--- src/design/rgtc_pkg.sv ---
// Package for the rain gauge tip counter: widths, timing constants,
// configuration register map and the saturating count helper.
// No dependencies; used by the channel interfaces and the top level.
package rgtc_pkg;

  // Tick timing (one tick is 25 ms)
  localparam int unsigned SETTLE_TICKS     = 12;
  localparam int unsigned TICKS_PER_MINUTE = 2400;

  // Field widths
  localparam int unsigned CNT_W    = 24;
  localparam int unsigned HOUR_W   = 5;
  localparam int unsigned MINUTE_W = 6;
  localparam int unsigned MIN_W    = 11;
  localparam int unsigned TMR_W    = 22;

  // Settle counter must hold SETTLE_TICKS + 1 before it wraps to idle
  localparam int unsigned SETTLE_W = $clog2(SETTLE_TICKS + 2);

  // Interval target before clamping: largest minutes value times ticks per minute
  localparam int unsigned PROD_W = $clog2(((1 << MIN_W) - 1) * TICKS_PER_MINUTE + 1);

  localparam logic [CNT_W-1:0] CNT_MAX = {CNT_W{1'b1}};
  localparam logic [TMR_W-1:0] TMR_MAX = {TMR_W{1'b1}};

  // APB register map
  localparam int unsigned REG_COUNT = 3;
  localparam int unsigned IDX_W     = $clog2(REG_COUNT);
  localparam int unsigned ADDR_W    = IDX_W + 2;
  localparam int unsigned DATA_W    = 32;

  typedef enum logic [IDX_W-1:0] {
    REG_ENABLE   = 2'd0,
    REG_INTERVAL = 2'd1,
    REG_PRESET   = 2'd2
  } reg_idx_t;

  // Saturating increment of a tip count
  function automatic logic [CNT_W-1:0] sat_inc(input logic [CNT_W-1:0] v);
    sat_inc = (v == CNT_MAX) ? v : v + CNT_W'(1);
  endfunction

endpackage

--- src/design/rgtc_channels.sv ---
// Valid/ready channel interfaces for the rain gauge tip counter:
// one for tick requests, one for per-tick results.
// Depends on rgtc_pkg for field widths.
interface rgtc_in_if;
  import rgtc_pkg::*;

  logic                valid;
  logic                ready;
  logic                pin_level;
  logic [HOUR_W-1:0]   clock_hour;
  logic [MINUTE_W-1:0] clock_minute;

  modport source (output valid, output pin_level, output clock_hour,
                  output clock_minute, input ready);
  modport sink   (input valid, input pin_level, input clock_hour,
                  input clock_minute, output ready);
endinterface

interface rgtc_out_if;
  import rgtc_pkg::*;

  logic             valid;
  logic             ready;
  logic [CNT_W-1:0] interval_count;
  logic [CNT_W-1:0] total_count;
  logic             report_valid;
  logic [CNT_W-1:0] report_count;

  modport source (output valid, output interval_count, output total_count,
                  output report_valid, output report_count, input ready);
  modport sink   (input valid, input interval_count, input total_count,
                  input report_valid, input report_count, output ready);
endinterface

--- src/design/rain_gauge_tip_counter.sv ---
// Rain gauge tip counter top level: input register, tick logic, result register
// and the APB configuration registers.
// Depends on rgtc_pkg and the channel interfaces in rgtc_channels.sv.
//
// Usage:
//   in_ch carries one request per 25 ms tick: switch level plus clock hour and
//   minute. out_ch returns exactly one result per tick: interval and total tip
//   counts after the tick, and a report flag with the captured interval count.
//   An accepted request passes through the input register, then the result
//   register. Throughput is one tick per cycle unless the receiver stalls; the
//   single tick update of the counters between the two registers sets that rate.
//   If the receiver stalls, the result register holds and the input register
//   fills; in_ch.ready drops only when both are occupied, and rises again in the
//   cycle the result is taken.
//   Configuration goes over APB: enable at 0x0, interval_minutes at 0x4,
//   total_preset at 0x8. Setting enable from 0 to 1 loads the total count from
//   total_preset and clears the interval count and the debounce state. While
//   enable is 0 ticks pass through unchanged with no report.
//   Synchronous reset clears the configuration registers, tick counters and
//   both valid flags; the block accepts requests in the first cycle after reset.
module rain_gauge_tip_counter (
  input  logic                       clk,
  input  logic                       rst,
  input  logic                       psel,
  input  logic                       penable,
  input  logic                       pwrite,
  input  logic [rgtc_pkg::ADDR_W-1:0] paddr,
  input  logic [rgtc_pkg::DATA_W-1:0] pwdata,
  output logic [rgtc_pkg::DATA_W-1:0] prdata,
  output logic                       pready,
  rgtc_in_if.sink                    in_ch,
  rgtc_out_if.source                 out_ch
);
  import rgtc_pkg::*;

  // Configuration registers
  logic             enable;
  logic [MIN_W-1:0] interval_minutes;
  logic [CNT_W-1:0] total_preset;
  logic [TMR_W-1:0] target_ticks;

  // Tick state
  logic                last_level;
  logic [SETTLE_W-1:0] settle_ticks;
  logic [TMR_W-1:0]    interval_ticks;
  logic [CNT_W-1:0]    tips_interval;
  logic [CNT_W-1:0]    tips_total;

  // Input stage
  logic                s1_valid;
  logic                pin_q;
  logic [HOUR_W-1:0]   hour_q;
  logic [MINUTE_W-1:0] minute_q;

  // Handshake
  logic in_fire;
  logic s1_fire;
  logic out_free;

  // Next state
  logic                last_level_next;
  logic [SETTLE_W-1:0] settle_start;
  logic [SETTLE_W-1:0] settle_ticks_next;
  logic [TMR_W-1:0]    ticks_inc;
  logic [TMR_W-1:0]    interval_ticks_next;
  logic [CNT_W-1:0]    tips_interval_next;
  logic [CNT_W-1:0]    tips_total_next;
  logic                report;
  logic [CNT_W-1:0]    captured;

  // Config decode
  logic             cfg_wr;
  reg_idx_t         cfg_idx;
  logic [PROD_W-1:0] target_raw;

  assign pready  = 1'b1;
  assign cfg_wr  = psel && penable && pwrite;
  assign cfg_idx = reg_idx_t'(paddr[ADDR_W-1:2]);

  // Interval target in ticks, clamped to the timer range
  assign target_raw = PROD_W'(pwdata[MIN_W-1:0]) * PROD_W'(TICKS_PER_MINUTE);

  always_ff @(posedge clk) begin
    if (rst) begin
      enable           <= 1'b0;
      interval_minutes <= '0;
      total_preset     <= '0;
      target_ticks     <= '0;
    end else if (cfg_wr) begin
      case (cfg_idx)
        REG_ENABLE: begin
          enable <= pwdata[0];
        end
        REG_INTERVAL: begin
          interval_minutes <= pwdata[MIN_W-1:0];
          target_ticks     <= (target_raw > PROD_W'(TMR_MAX)) ? TMR_MAX
                                                             : target_raw[TMR_W-1:0];
        end
        REG_PRESET: begin
          total_preset <= pwdata[CNT_W-1:0];
        end
        default: begin
        end
      endcase
    end
  end

  // Register readback
  always_comb begin
    case (cfg_idx)
      REG_ENABLE:   prdata = DATA_W'(enable);
      REG_INTERVAL: prdata = DATA_W'(interval_minutes);
      REG_PRESET:   prdata = DATA_W'(total_preset);
      default:      prdata = '0;
    endcase
  end

  // Pipeline handshake: result register frees when taken, input stage
  // advances whenever the result register can load
  assign out_free    = !out_ch.valid || out_ch.ready;
  assign s1_fire     = s1_valid && out_free;
  assign in_ch.ready = !s1_valid || s1_fire;
  assign in_fire     = in_ch.valid && in_ch.ready;

  always_ff @(posedge clk) begin
    if (rst) begin
      s1_valid <= 1'b0;
    end else if (in_fire) begin
      s1_valid <= 1'b1;
    end else if (s1_fire) begin
      s1_valid <= 1'b0;
    end
  end

  always_ff @(posedge clk) begin
    if (in_fire) begin
      pin_q    <= in_ch.pin_level;
      hour_q   <= in_ch.clock_hour;
      minute_q <= in_ch.clock_minute;
    end
  end

  // Tick update: edge detect, interval timer, settle and tip, daily clear,
  // then report capture
  always_comb begin
    last_level_next     = last_level;
    settle_ticks_next   = settle_ticks;
    interval_ticks_next = interval_ticks;
    tips_interval_next  = tips_interval;
    tips_total_next     = tips_total;
    report              = 1'b0;
    captured            = '0;
    settle_start        = (pin_q != last_level) ? SETTLE_W'(1) : settle_ticks;
    ticks_inc           = (interval_ticks == TMR_MAX) ? interval_ticks
                                                      : interval_ticks + TMR_W'(1);
    if (enable) begin
      last_level_next     = pin_q;
      interval_ticks_next = ticks_inc;
      if ((target_ticks != '0) && (ticks_inc >= target_ticks)) begin
        interval_ticks_next = '0;
        report              = 1'b1;
      end
      // settle counter runs from the edge tick; a tip lands once it passes the limit
      if (settle_start != '0) begin
        settle_ticks_next = settle_start + SETTLE_W'(1);
        if (settle_ticks_next > SETTLE_W'(SETTLE_TICKS)) begin
          settle_ticks_next  = '0;
          tips_interval_next = sat_inc(tips_interval);
          tips_total_next    = sat_inc(tips_total);
        end
      end
      // daily clear at 00:00 and 00:01
      if ((hour_q == '0) && ((minute_q == '0) || (minute_q == MINUTE_W'(1)))) begin
        tips_interval_next = '0;
        tips_total_next    = '0;
      end
      if (report) begin
        captured           = tips_interval_next;
        tips_interval_next = '0;
      end
    end
  end

  // Tick state; an enable 0 -> 1 write reloads the counts
  always_ff @(posedge clk) begin
    if (rst) begin
      last_level     <= 1'b0;
      settle_ticks   <= '0;
      interval_ticks <= '0;
      tips_interval  <= '0;
      tips_total     <= '0;
    end else begin
      if (s1_fire) begin
        last_level     <= last_level_next;
        settle_ticks   <= settle_ticks_next;
        interval_ticks <= interval_ticks_next;
        tips_interval  <= tips_interval_next;
        tips_total     <= tips_total_next;
      end
      if (cfg_wr && (cfg_idx == REG_ENABLE) && pwdata[0] && !enable) begin
        tips_total    <= total_preset;
        tips_interval <= '0;
        last_level    <= 1'b0;
        settle_ticks  <= '0;
      end
    end
  end

  // Result register
  always_ff @(posedge clk) begin
    if (rst) begin
      out_ch.valid <= 1'b0;
    end else if (s1_fire) begin
      out_ch.valid <= 1'b1;
    end else if (out_ch.ready) begin
      out_ch.valid <= 1'b0;
    end
  end

  always_ff @(posedge clk) begin
    if (s1_fire) begin
      out_ch.interval_count <= tips_interval_next;
      out_ch.total_count    <= tips_total_next;
      out_ch.report_valid   <= report;
      out_ch.report_count   <= captured;
    end
  end

`ifndef SYNTHESIS
  // settle counter never holds a value past its limit
  a_settle_range: assert property (@(posedge clk) disable iff (rst)
    settle_ticks <= SETTLE_W'(SETTLE_TICKS))
    else $error("settle counter out of range");

  // a disabled tick leaves the total count alone
  a_disabled_hold: assert property (@(posedge clk) disable iff (rst)
    (s1_fire && !enable && !cfg_wr) |=> $stable(tips_total))
    else $error("total count changed while disabled");

  // a report always leaves the interval count cleared
  a_report_clears: assert property (@(posedge clk) disable iff (rst)
    (s1_fire && report) |=> (tips_interval == '0))
    else $error("interval count not cleared after report");

  // requests are refused only when the input stage holds a stalled tick
  a_ready_backpressure: assert property (@(posedge clk) disable iff (rst)
    !in_ch.ready |-> (s1_valid && out_ch.valid && !out_ch.ready))
    else $error("input refused without a stall");
`endif

endmodule
--- src/flat_wrapper.sv ---
// flat-port wrapper written by rule: the top's interface ports become plain ports
module rain_gauge_tip_counter_flat import rgtc_pkg::*;
  (clk, rst, psel, penable, pwrite, paddr, pwdata, prdata, pready, in_ch_valid, in_ch_pin_level, in_ch_clock_hour, in_ch_clock_minute, in_ch_ready, out_ch_valid, out_ch_interval_count, out_ch_total_count, out_ch_report_valid, out_ch_report_count, out_ch_ready);
  rgtc_in_if in_ch_i ();
  rgtc_out_if out_ch_i ();
  input  logic clk;
  input  logic rst;
  input  logic psel;
  input  logic penable;
  input  logic pwrite;
  input  logic [rgtc_pkg::ADDR_W-1:0] paddr;
  input  logic [rgtc_pkg::DATA_W-1:0] pwdata;
  output logic [rgtc_pkg::DATA_W-1:0] prdata;
  output logic pready;
  input wire logic [$bits(in_ch_i.valid)-1:0] in_ch_valid;
  input wire logic [$bits(in_ch_i.pin_level)-1:0] in_ch_pin_level;
  input wire logic [$bits(in_ch_i.clock_hour)-1:0] in_ch_clock_hour;
  input wire logic [$bits(in_ch_i.clock_minute)-1:0] in_ch_clock_minute;
  output wire logic [$bits(in_ch_i.ready)-1:0] in_ch_ready;
  output wire logic [$bits(out_ch_i.valid)-1:0] out_ch_valid;
  output wire logic [$bits(out_ch_i.interval_count)-1:0] out_ch_interval_count;
  output wire logic [$bits(out_ch_i.total_count)-1:0] out_ch_total_count;
  output wire logic [$bits(out_ch_i.report_valid)-1:0] out_ch_report_valid;
  output wire logic [$bits(out_ch_i.report_count)-1:0] out_ch_report_count;
  input wire logic [$bits(out_ch_i.ready)-1:0] out_ch_ready;
  assign in_ch_i.valid = in_ch_valid;
  assign in_ch_i.pin_level = in_ch_pin_level;
  assign in_ch_i.clock_hour = in_ch_clock_hour;
  assign in_ch_i.clock_minute = in_ch_clock_minute;
  assign in_ch_ready = in_ch_i.ready;
  assign out_ch_valid = out_ch_i.valid;
  assign out_ch_interval_count = out_ch_i.interval_count;
  assign out_ch_total_count = out_ch_i.total_count;
  assign out_ch_report_valid = out_ch_i.report_valid;
  assign out_ch_report_count = out_ch_i.report_count;
  assign out_ch_i.ready = out_ch_ready;
  rain_gauge_tip_counter u_core (.clk(clk), .rst(rst), .psel(psel), .penable(penable), .pwrite(pwrite), .paddr(paddr), .pwdata(pwdata), .prdata(prdata), .pready(pready), .in_ch(in_ch_i), .out_ch(out_ch_i));
endmodule
--- config.mk ---
export PLATFORM = sky130hd
export DESIGN_NAME = rain_gauge_tip_counter_flat
export DESIGN_NICKNAME = d
export VERILOG_FILES = /design/src/design/rgtc_pkg.sv /design/src/design/rgtc_channels.sv /design/src/design/rain_gauge_tip_counter.sv /design/src/flat_wrapper.sv
export SDC_FILE = /design/constraint.sdc
export NUM_CORES = 1
export LEC_CHECK = 0
export ABC_AREA = 1
export BUFFER_PORTS_ARGS = -buffer_cell sky130_fd_sc_hd__clkbuf_2
export CAP_MARGIN = 20
export CORE_MARGIN = 5
export CORE_UTILIZATION = 55
export CTS_CLUSTER_SIZE = 40
export DETAILED_ROUTE_END_ITERATION = 12
export GPL_TIMING_DRIVEN = 0
export PLACE_DENSITY = 0.76
export SETUP_SLACK_MARGIN = 0.15
export SYNTH_ARGS = -nofsm -noshare
export SYNTH_HDL_FRONTEND = slang
export SYNTH_SLANG_ARGS = --single-unit
--- constraint.sdc ---
create_clock -name clk -period 4.32 [get_ports clk]
set_input_delay 0.216 -clock clk [delete_from_list [all_inputs] [get_ports clk]]
set_output_delay 0.216 -clock clk [all_outputs]
set_load 0.03 [all_outputs]
* After elaboration in Yosys (flattened, before gate mapping) *
Cells that the tools add are included.
W data, S select, Z words.

word-level totals
  bits of input ports = 55
  flip-flop bits (word level) = 220

operators by class
  muxes and demuxes = 25
  reduce and logical (&&, ||, !) cells = 30
  multipliers = 1
  $add $sub $neg = 4
  $lt $le $gt $ge = 3
  eq/ne operators = 7

operators with widths
  operator                 number
  $mux W24                 13
  $pmux W24 S3             1
  $mux W22                 3
  $add A24 B1 Y24 const B  2
  $eq A24 B24 Y1 const B   2
  $gt A23 B22 Y1 const B   1
  $add A22 B1 Y22 const B  1
  $eq A22 B22 Y1 const B   1
  $ge A22 B22 Y1           1
  $reduce_bool A22 Y1      1
  $mul A11 B7 Y18 const B  1
  $reduce_and A2 Y1        5
  $logic_and A1 B1 Y1      9
  $mux W4                  2
  $eq A6 B1 Y1 const B     1
  $logic_not A6 Y1         1
  $mux W1                  6
  $reduce_bool A2 Y1       3
  $logic_not A5 Y1         1
  $add A4 B1 Y4 const B    1
  $gt A4 B4 Y1 const B     1
  $reduce_bool A4 Y1       1
  $logic_not A1 Y1         3
  $logic_or A1 B1 Y1       3
  other kinds (6)          6

* Longest topological paths before layout *
Gate-level depths: netlist of run 1.

  depth after elaboration = 10
  gate-level depth with buffers = 22
  gate-level depth less buffers = 21

* Least setup slack after synthesis of run 1 *
OpenSTA, ideal clock, no wires.

  path type = input to register
  start point = input pwdata[7] (netlist name)
  end point = register u_core.target_ticks[10]
  required time = 4.207 ns
  arrival = 3.317 ns
  stages on the path = 14
  path slack = 0.890 ns
  path buffers = 1
  library setup time = 0.113 ns
  cells stage by stage = ha_1 ha_1 fa_1 inv_1 fa_1 inv_1 ha_1 a21oi_1 o21ai_0 a221oi_1 nand3_1 buf_2 o21ai_1 inv_1

on the way
  cells in the longest elaborated chain, start to end = 3

RTL lines
  item                    RTL line                      RTL
  start: declaration      flat_wrapper.sv:12            input logic [rgtc_pkg::DATA_W-1:0] pwdata;
  $mul A11 B7 Y18         rain_gauge_tip_counter.sv:81  assign target_raw = PROD_W'(pwdata[MIN_W-1:0]) * PROD_W'(TICKS_PER_MINUTE);
  $gt A23 B22 Y1          rain_gauge_tip_counter.sv:96  target_ticks <= (target_raw > PROD_W'(TMR_MAX)) ? TMR_MAX
  $mux W22                rain_gauge_tip_counter.sv:96
  end signal: assignment  rain_gauge_tip_counter.sv:96
  end: declaration        rain_gauge_tip_counter.sv:40  logic [TMR_W-1:0] target_ticks;

No other way between the ends.
A chain may end at the register's enable or synchronous reset.

* Worst setup path in the final report of run 1 *
  start point = register u_core.interval_ticks[0]
  end point = register u_core.out_ch.report_count[11] (data pin)

on the way
  cells in the longest elaborated chain, start to end = 7

RTL lines
  item                                                      RTL line                                                      RTL
  start: declaration                                        rain_gauge_tip_counter.sv:45                                  logic [TMR_W-1:0] interval_ticks;
  start signal: assignment                                  rain_gauge_tip_counter.sv:196                                 interval_ticks <= interval_ticks_next;
  $add A22 B1 Y22 / $eq A22 B22 Y1 (equally long branches)  rain_gauge_tip_counter.sv:155, rain_gauge_tip_counter.sv:154
  $mux W22 *                                                rain_gauge_tip_counter.sv:154                                 ticks_inc = (interval_ticks == TMR_MAX) ? interval_ticks
  $ge A22 B22 Y1 *                                          rain_gauge_tip_counter.sv:159                                 if ((target_ticks != '0) && (ticks_inc >= target_ticks)) begin
  $logic_and A1 B1 Y1 *                                     rain_gauge_tip_counter.sv:159
  $mux W1 *                                                 rain_gauge_tip_counter.sv:159
  $mux W1 *                                                 rain_gauge_tip_counter.sv:156                                 if (enable) begin
  $reduce_and A2 Y1 (no source line) *                      --
  end signal: assignment                                    rain_gauge_tip_counter.sv:225                                 out_ch.report_count <= captured;
  end: declaration                                          rgtc_channels.sv:30                                           output report_valid, output report_count, input ready);

Mark *: on every way between the ends. The rest lies on a longest branch, timed or not. The select of a mux whose other input is x is not followed.

==> results.py, run 1 <==
metrics = {
    "yosys": {
        "syn_inst": 1782,
        "ys_ff_latch": 215,
        "synth-warning-count": 0,
        "synth_top_area_share_pct": 19.75,
        "synth-seq-area-share_pct": 38.74,
        "syn_avg_cell_area_um2": 7.452,
        "synth_most_common_cell": "nand2_1",
        "ys_async_sr_fraction_pct": 0,
        "synth_commonest_cells": "381 x nand2_1, 246 x inv_1, 209 x nor2_1, 131 x dfxtp_1, 121 x a21oi_1",
        "syn_area_mm2": 0.01328,
        "yosys-top-cells-area": "dfxtp_1 20%, edfxtp_1 19%, nand2_1 11%",
        "ys.flop_type": "dfxtp_1",
        "synth_cell_types": 57,
        "synth_top_area_cell": "dfxtp_1",
        "synth_edf_count": 84,
    },
    "routing": {
        "via_per_inst": 5.505,
        "drt_wl_total_um": 38770,
        "highest_layer": "met4",
        "drcViolationCount": 0,
        "drt_iter0_drc": 1178,
        "route.met2.wl_um": 17600,
        "ant_nets": 0,
        "drt-wirelength-per-cell_um": 16.78,
        "wl_met1_um": 16300,
        "dr_wl_met3_um": 3502,
        "vias": 12720,
        "drt_first_pass_iters": 6,
    },
    "power_and_ir_drop": {
        "p_leak_nw": 6.788,
        "powerDensity_mw_per_mm2": 333.4,
        "total_power_mw": 5.153,
        "vdd_ir_drop_max_mv": 0.2268,
    },
    "worst_setup_path": {
        "crit_path_end_kind": "flop",
        "critical_path.top_delay_family": "simple AND/OR/NAND/NOR gates",
        "path_buf_inv": 6,
        "crit_chain": "ha_2 > nand3_1 > inv_1 > nand4_1 > nor2_4 > inv_2 > buf_6 > nand2_2 > ha_1 > nand2_1 > inv_1 > o21ai_0 > nand3_1 > nand2_1 > nand4_1 > nand2_1 > nor2_1 > inv_1 > buf_2 > nor2_1",
        "cp.arrival_ps": 4150,
        "crit_fanout": 10,
        "critPathKind": "flop to flop",
        "cp_slowest_cell": "dfxtp_1",
        "worst_ep_required_time_ps": 4580,
        "startpoint_type": "flop",
        "max_stage_delay_ps": 420,
    },
    "timing": {
        "drv_slew": 0,
        "relSlewSlack_pct": 37.21,
        "timing.final.crit_share_pct": 90.07,
        "setup_violations": 0,
        "worst_slew_pin_slew_ps": 941.9,
        "rsz0062_at_grt": "no",
        "hold_viol": 0,
        "fmax_mhz": 257.0,
        "min_period_ps": 3891,
        "tns_ps": 0,
        "clock_skew_ps": 10.29,
    },
    "floorplanning": {
        "fp.coreArea_mm2": 0.02361,
        "die_area_mm2": 0.02735,
        "dieWidth_um": 165.4,
        "start_util_pct": 56.24,
        "die_h_um": 165.4,
        "ioPinCount": 163,
        "num_rows": 56,
    },
    "final_layout": {
        "fin_nets": 2115,
        "seqCellArea_mm2": 0.005145,
        "drive_above_1_share_pct": 14.41,
        "area_growth_pct": 16.40,
        "diodes": 0,
        "fillers": 2145,
        "multi_input_area_mm2": 0.006817,
    },
    "clock_network": {
        "htreeDepth": 1,
        "cts_tree": "yes",
        "clock_latency_ps": 520,
        "clkTransAtPathRegs_ps": 60,
        "cts.sinks": 215,
        "cts_buffer_depth": 3,
        "cts_setup_buffers": 0,
        "root_buffer": "clkbuf_16",
        "numCtsBuffers": 25,
    },
    "global_route": {
        "grt.total_usage_pct": 28.23,
        "antenna_found_initial": 0,
        "grt_pass1_vias": 12110,
        "grt-ovfl-total": 0,
        "grt_max_degree": 75,
        "grt_pass1_wl_um": 61600,
    },
    "flow_run": {
        "drv_cap": 0,
    },
    "placement": {
        "portBuffers": 142,
        "gp_congestion": 0.9625,
        "dp_hpwl_um": 29100,
    },
    "run_status": {
        "status": "completed",
    },
    "min_path": {
        "min_path_type": "input port to flop",
    },
}
==> final timing paths <==
check	startpoint	end	slack [ps]	depth (start not counted)
worst max-delay path	u_core.interval_ticks[0]$_SDFFE_PP0P_	u_core.out_ch.report_count[11]$_SDFFCE_PN0P_	430	20
worst max register to register	u_core.interval_ticks[0]$_SDFFE_PP0P_	u_core.out_ch.report_count[11]$_SDFFCE_PN0P_	430	20
worst min-delay path	pwdata[14]	u_core.total_preset[14]$_SDFFE_PP0P_	3	3
worst min register to register	u_core.interval_minutes[0]$_SDFFE_PP0P_	u_core.interval_minutes[0]$_SDFFE_PP0P_	490	2
==> registers in the layout (all words and copies together), names as in the netlist <==
name and cells:
u_core.out_ch.report_valid 1, u_core.out_ch.total_count 24, u_core.total_preset 24, u_core.last_level 1
u_core.s1_valid 1, u_core.pin_q 1, u_core.interval_minutes 11, u_core.minute_q 5
u_core.out_ch.interval_count 24, u_core.out_ch.valid 1, u_core.out_ch.report_count 24, u_core.tips_total 24
u_core.interval_ticks 22, u_core.tips_interval 24, u_core.target_ticks 18, u_core.enable 1
u_core.settle_ticks 4, u_core.hour_q 5
==> kinds of logic (layout without fill, tap and decap cells) <==
kind of cell / count (synthesis) / in the layout / share of synthesized area, %
buffers and inverters: 333 / 536 / 10.23
DFF: 215 / 215 / 38.74
other: 2 / 9 / 0.05656
xor gates and xnor gates: 52 / 52 / 3.486
muxes: 1 / 1 / 0.07538
adders and majority gates: 86 / 86 / 8.838
AOI/OAI and AO/OA: 273 / 273 / 11.37
and+or+nand+nor: 820 / 820 / 27.19
==> per-layer routing <==
layer / up-vias / GRT usage [%]
met5: - / 0
met3: 82 / 4.765
li1: 6204 / -
met2: 559 / 46.34
met4: 0 / 10.20
met1: 5877 / 37.68
==> placed cells by master, fill, tap and decap left out, types with 26 or more instances in the layout <==
master	netlist	routed
nor2_1	209	208
o21ai_0	76	76
clkbuf_16	0	26
edfxtp_1	84	84
xor2_1	45	45
ha_1	73	72
a21oi_1	121	121
inv_1	246	245
nand3_1	111	111
dfxtp_1	131	131
nand4_1	33	33
clkbuf_2	0	142
clkbuf_1	42	44
nand2_1	381	379
o22ai_1	40	40
==> worst register-to-register path: stages, from the launching register on <==
cell and delay (ps):
dfxtp_1 420, ha_2 280, nand3_1 160, inv_1 130, nand4_1 220, nor2_4 200, inv_2 130, buf_6 190
nand2_2 80, ha_1 250, nand2_1 120, inv_1 80, o21ai_0 80, nand3_1 150, nand2_1 130, nand4_1 100
nand2_1 220, nor2_1 150, inv_1 230, buf_2 250, nor2_1 70
==> power by group <==
part	internal (mW)	switching, mW	total [mW]
registers	2.15	0.0161	2.16
logic	0.263	0.523	0.786
clock network	1.36	0.837	2.20
total	3.78	1.38	5.15
==> metrics by stage <==
step | worst slack, ps | util [%] | area [um^2] | instances | hold WS (ps)
2_1_floorplan | 890.0 | - | 13310 | 1789 | 314.9
3_3_place_gp | 168.8 | 61.05 | 14420 | 2250 | 394.1
3_5_place_dp | 172.3 | 61.06 | 14420 | 2250 | 395.0
4_1_cts | 367.9 | 65.39 | 15440 | 2311 | 3.155
5_1_grt | 162.2 | 65.46 | 15460 | 2311 | 17.12
6_report | 428.9 | 65.46 | 15460 | 2311 | 2.753
==> timing repair <==
| item | CTS | global route |
|---|---|---|
| endpoints found under the setup margin | 0 | 78 |
| hold buffers | 16 | 0 |
| resized for setup | 0 | 6 |
| endpoints found under the hold margin | 16 | 0 |
==> layout make-up <==
class                   instances  share of cell area, %
flip-flops and latches        215                  33.28
inverters                     256                  6.249
multi-input cells            1241                  44.10
repair buffers                158                  5.634
plain buffers                  77                  2.574
well taps                     319                  2.582
clock buffers                  30                  4.436
clock inverters                15                  1.141
Power figures use the tool's default switching activity.
==> run 2, diff against run 1 <==
RECOVER_POWER = 50   (was default)
clock period = 5 ns   (was 4.32 ns; I/O delays follow)
==> run 2 against run 1 <==
Utilization decreased by 0.76 points. Global-route usage is essentially flat. Final area decreased by 1.2%. First-iteration DRC count grew 1.9%. Sequential share of layout area rose by 0.39 points. Maximum frequency fell by 2.8%. Count of clock-buffer cells in the layout is the same.
==> results.py, run 2 (synthesized netlist as in run 1, its figures left out) <==
metrics = {
    "power_and_ir_drop": {
        "p_switching_mw": 1.191,
        "p_seq_share_pct": 42.1,
        "pwr-share-clk_pct": 42.9,
        "p_leak_nw": 6.492,
        "vdd_ir_drop_max_mv": 0.1974,
        "p_int_mw": 3.255,
        "powerDensity_mw_per_mm2": 291.0,
        "pwr-share-comb_pct": 15.1,
        "netSwitchingFraction_pct": 26.79,
    },
    "floorplanning": {
        "start_util_pct": 56.24,
        "die_area_mm2": 0.02735,
        "dieWidth_um": 165.4,
        "num_rows": 56,
        "ioPinCount": 163,
        "fp.coreArea_mm2": 0.02361,
        "die_h_um": 165.4,
    },
    "final_layout": {
        "utilization_pct": 64.70,
        "fillers": 2210,
        "layout.cells.most_common_list": "381 x nand2_1, 245 x inv_1, 209 x nor2_1, 133 x clkbuf_1, 131 x dfxtp_1",
        "fin_nets": 2110,
        "drive_above_1_share_pct": 9.763,
        "area_growth_pct": 15.06,
        "layout_commonest_cell": "nand2_1",
        "diodes": 0,
    },
    "worst_setup_path": {
        "crit_path_end_kind": "flop",
        "startpoint_type": "flop",
        "worst_ep_required_time_ps": 5440,
        "cp.arrival_ps": 4440,
        "reg2reg_slack_ps": 1000,
        "crit_fanout": 10,
        "critPathKind": "flop to flop",
    },
    "timing": {
        "hold_viol": 0,
        "worst_slew_pin_slew_ps": 945.4,
        "setup_violations": 0,
        "relSlewSlack_pct": 36.97,
        "rsz0062_at_grt": "no",
        "min_period_ps": 4002,
        "fin_ws_ps": 998.1,
        "fmax_mhz": 249.9,
        "clock_skew_ps": 13.24,
        "tns_ps": 0,
        "timing.final.crit_share_pct": 80.04,
        "drv_slew": 0,
    },
    "global_route": {
        "grt.total_usage_pct": 28.23,
        "use_met2_pct": 46.49,
        "grt_pass1_vias": 12080,
        "antenna_found_initial": 0,
        "grt-ovfl-total": 0,
        "grt_max_degree": 75,
        "use_met1_pct": 37.72,
        "grt_pass1_wl_um": 61590,
        "use_met3_pct": 4.741,
        "top_usage_layer": "met2",
    },
    "clock_network": {
        "clkTransAtPathRegs_ps": 60,
        "numCtsBuffers": 25,
        "ctsResizeCount": 0,
        "cts_buffer_depth": 3,
        "cts.sinks": 215,
        "htreeDepth": 1,
        "clock_latency_ps": 520,
        "root_buffer": "clkbuf_16",
        "cts_tree": "yes",
    },
    "placement": {
        "place_ws_ps": 818.3,
        "portBuffers": 142,
        "dp_hpwl_um": 29100,
        "gp_congestion": 0.9625,
    },
    "routing": {
        "ant_nets": 0,
        "drt_iter0_drc": 1200,
        "vias": 12630,
        "drt_first_pass_iters": 6,
        "via_per_inst": 5.479,
        "drt_wl_total_um": 38880,
        "drcViolationCount": 0,
        "drt-wirelength-per-cell_um": 16.86,
    },
    "min_path": {
        "min_path_type": "input port to flop",
    },
    "run_status": {
        "status": "completed",
    },
    "flow_run": {
        "drv_cap": 0,
    },
}
[run 2: changes by cell type in the layout (fill, tap and decap cells not counted), moves of 2 or more]
cell | previous run | this run
clkbuf_1 | 44 | 133
clkbuf_2 | 142 | 53
dlygate4sd3_1 | 16 | 11
nand2_1 | 379 | 381
nand2_2 | 17 | 15
[run 2: power groups by stage]
stage	registers, mW	logic (mW)	clock network [mW]
2_1_floorplan	1.95	0.423	0
3_3_place_gp	1.91	0.656	0
3_5_place_dp	1.91	0.664	0
4_1_cts	1.87	0.675	1.93
5_1_grt	1.87	0.747	2.01
6_report	1.87	0.669	1.91
[run 2: area by class of cell]
type	count	area (um^2)	share of cell area (%)
multi-input combinational	1241	6802	44.52
clock inverter	15	176.4	1.155
tap	319	399.1	2.612
sequential	215	5145	33.67
timing repair buffer	153	709.4	4.643
clock buffer	30	685.7	4.488
buffer	77	395.4	2.588
inverter	256	965.9	6.322
[run 2: stage by stage]
| step | instances | instance area (um^2) | total power [mW] | hold WS, ps |
|---|---|---|---|---|
| after floorplan | 1789 | 13310 | 2.375 | 348.9 |
| after global placement | 2250 | 14420 | 2.565 | 428.1 |
| after detailed placement | 2250 | 14420 | 2.571 | 429.0 |
| after CTS | 2306 | 15390 | 4.471 | 11.96 |
| after global routing | 2306 | 15280 | 4.628 | 28.80 |
| final | 2306 | 15280 | 4.446 | 32.17 |
[run 2: path summary, 6_finish.rpt]
path | start | end | cells after the start
worst min register to register | u_core.interval_minutes[0]$_SDFFE_PP0P_ | u_core.interval_minutes[0]$_SDFFE_PP0P_ | 2
worst max-delay path | u_core.interval_ticks[0]$_SDFFE_PP0P_ | u_core.tips_interval[6]$_SDFFE_PP0P_ | 21
worst max register to register | u_core.interval_ticks[0]$_SDFFE_PP0P_ | u_core.tips_interval[6]$_SDFFE_PP0P_ | 21
worst min-delay path | out_ch_ready | u_core.out_ch.valid$_SDFFE_PP0P_ | 4
[run 2: layer usage]
layer | part of all wire, % | vias up
met5 | 0 | -
met4 | 3.5 | 0
met3 | 8.6 | 80
met2 | 45 | 530
met1 | 42 | 5827
li1 | - | 6197
[run 2: timing repair]
action	4_1_cts	5_1_grt
hold endpoints to repair	11	0
buffers inserted	0	0
hold buffers	11	0
endpoints found under the setup margin	0	0
[run 2: worst max-delay path, stage by stage, from the launching register on]
cell and delay (ps):
dfxtp_1 410, ha_1 310, nand3_1 180, inv_1 130, nand4_1 190, nor2_2 240, inv_2 150, buf_6 190
nand2_2 80, ha_1 250, nand2_1 120, inv_1 80, o21ai_0 80, nand3_1 150, nand2_1 130, nand4_1 90
nand2_1 190, nand2_1 280, inv_1 160, buf_2 280, nand2_1 90, a21oi_1 130
==> run 3, diff against run 2 <==
CORE_UTILIZATION = 54   (was 55)
PLACE_DENSITY = 0.78   (was 0.76)
clock period = 3.52 ns   (was 5 ns; I/O delays follow)
==> run 3 against run 2 <==
The run now ends with capacitance limit, slew limit left. Wire length increased by 1.0%. Clock power increased by 39%. Utilization increased by 0.77 points. Worst setup slack got worse by 700 ps. First-iteration DRC count decreased by 1.8%. Global-route usage decreased by 1.3 points. Final area increased by 3.9%. Combinational power increased by 51%. Critical endpoint is now u_core.out_ch.interval_count[20]$_DFFE_PP_.
==> results.py, run 3 (synthesized netlist as in run 1, its figures left out) <==
metrics = {
    "routing": {
        "ant_nets": 0,
        "drt-wirelength-per-cell_um": 16.80,
        "drt_wl_total_um": 39270,
        "via_per_inst": 5.515,
        "drt_first_pass_iters": 6,
        "drt_iter0_drc": 1179,
        "vias": 12890,
        "drcViolationCount": 0,
    },
    "placement": {
        "portBuffers": 142,
        "place_ws_ps": -498.3,
        "dp_hpwl_um": 28750,
        "gp_congestion": 0.9840,
        "place_inst": 2255,
        "place_area_mm2": 0.01444,
    },
    "worst_setup_path": {
        "worst_ep_required_time_ps": 3760,
        "critPathKind": "flop to flop",
        "cp.arrival_ps": 3470,
        "crit_path_end_kind": "flop",
        "crit_fanout": 10,
        "max_stage_delay_ps": 390,
        "crit_chain": "ha_4 > nand3_4 > inv_2 > nand4_1 > nor2_4 > buf_12 > mux2i_1 > inv_1 > ha_1 > nand2_1 > nor2_1 > nand3_1 > nor2_1 > nand3_1 > nand4_1 > nand2_4 > nand2_8 > buf_8 > o22ai_1",
        "critical_path.top_delay_family": "simple AND/OR/NAND/NOR gates",
        "path_buf_inv": 4,
        "startpoint_type": "flop",
        "cp_slowest_cell": "dfxtp_4",
    },
    "global_route": {
        "grt_pass1_vias": 12360,
        "grt_max_degree": 75,
        "antenna_found_initial": 0,
        "use_met1_pct": 35.13,
        "grt_pass1_wl_um": 62290,
        "use_met3_pct": 4.290,
        "grt-ovfl-total": 0,
        "grt.total_usage_pct": 26.94,
        "use_met2_pct": 45.78,
        "top_usage_layer": "met2",
    },
    "timing": {
        "timing.final.crit_share_pct": 91.56,
        "clock_skew_ps": 14.54,
        "min_period_ps": 3223,
        "fin_ws_ps": 296.9,
        "fmax_mhz": 310.3,
        "drv_slew": 75,
        "relSlewSlack_pct": -4.518,
        "hold_viol": 0,
        "rsz0062_at_grt": "yes",
        "holdWs_ps": 53.50,
        "tns_ps": 0,
        "worst_slew_pin_slew_ps": 1568,
        "setup_violations": 0,
    },
    "power_and_ir_drop": {
        "total_power_mw": 6.316,
        "powerDensity_mw_per_mm2": 397.9,
        "vdd_ir_drop_max_mv": 0.2546,
        "p_leak_nw": 6.720,
    },
    "final_layout": {
        "fin_nets": 2137,
        "instances_no_fill": 2338,
        "layout_commonest_cell": "nand2_1",
        "diodes": 0,
        "area_growth_pct": 19.55,
        "finalInstanceArea_mm2": 0.01588,
        "drive_above_1_share_pct": 12.81,
        "utilization_pct": 65.47,
        "layout.cells.most_common_list": "375 x nand2_1, 241 x inv_1, 203 x nor2_1, 124 x clkbuf_1, 122 x dfxtp_1",
    },
    "run_status": {
        "status": "complete, but fails checks",
        "violations": "capacitance limit, slew limit",
    },
    "floorplanning": {
        "fp.coreArea_mm2": 0.02425,
        "ioPinCount": 163,
        "num_rows": 57,
        "die_area_mm2": 0.02783,
        "dieWidth_um": 166.8,
        "die_h_um": 166.8,
        "start_util_pct": 54.76,
    },
    "clock_network": {
        "cts_tree": "yes",
        "htreeDepth": 1,
        "cts.sinks": 215,
        "numCtsBuffers": 24,
        "clkTransAtPathRegs_ps": 60,
        "root_buffer": "clkbuf_16",
        "cts_buffer_depth": 3,
        "clock_latency_ps": 530,
    },
    "min_path": {
        "min_path_type": "input port to flop",
    },
    "flow_run": {
        "drv_cap": 1,
    },
}
[run 3: path summary, 6_finish.rpt]
kind	startpoint	slack, ps	endpoint	depth (start not counted)
worst min-delay path	pwdata[6]	50	u_core.interval_minutes[6]$_SDFFE_PP0P_	3
worst min register to register	u_core.interval_minutes[0]$_SDFFE_PP0P_	490	u_core.interval_minutes[0]$_SDFFE_PP0P_	2
worst max register to register	u_core.interval_ticks[0]$_SDFFE_PP0P_	300	u_core.out_ch.interval_count[20]$_DFFE_PP_	19
worst max-delay path	u_core.interval_ticks[0]$_SDFFE_PP0P_	300	u_core.out_ch.interval_count[20]$_DFFE_PP_	19
[run 3: final cells by class]
class,instances,area (um^2)
buffer,77,457.9
clock buffer,28,658.1
clock inverter,16,180.2
fill,2144,8373
inverter,256,970.9
multi-input combinational,1241,7013
sequential,215,5171
tap,324,405.4
timing repair buffer,181,1018
[run 3: power by group]
part / internal (mW) / switching, mW
Sequential: 2.63 / 0.0195
Combinational: 0.341 / 0.666
Clock: 1.57 / 1.08
Total: 4.55 / 1.77
[run 3: per-layer routing]
layer	up-vias	part of all wire (%)
met5	-	0
met4	0	3.5
met3	99	8.1
met2	565	47
met1	5989	41
li1	6240	-
[run 3: tightest hold or removal path, stage by stage]
cell	delay (ps)
clkbuf_2	140
inv_1	140
a21oi_1	70
[run 3: timing repair]
| action | in CTS | in global routing |
|---|---|---|
| hold endpoints to repair | 27 | 0 |
| endpoints found under the setup margin | 95 | 108 |
| hold buffers | 28 | 0 |
| setup buffers | 2 | 6 |
| gates cloned | 0 | 3 |
| resized for setup | 28 | 62 |
| pin swaps | 2 | 9 |
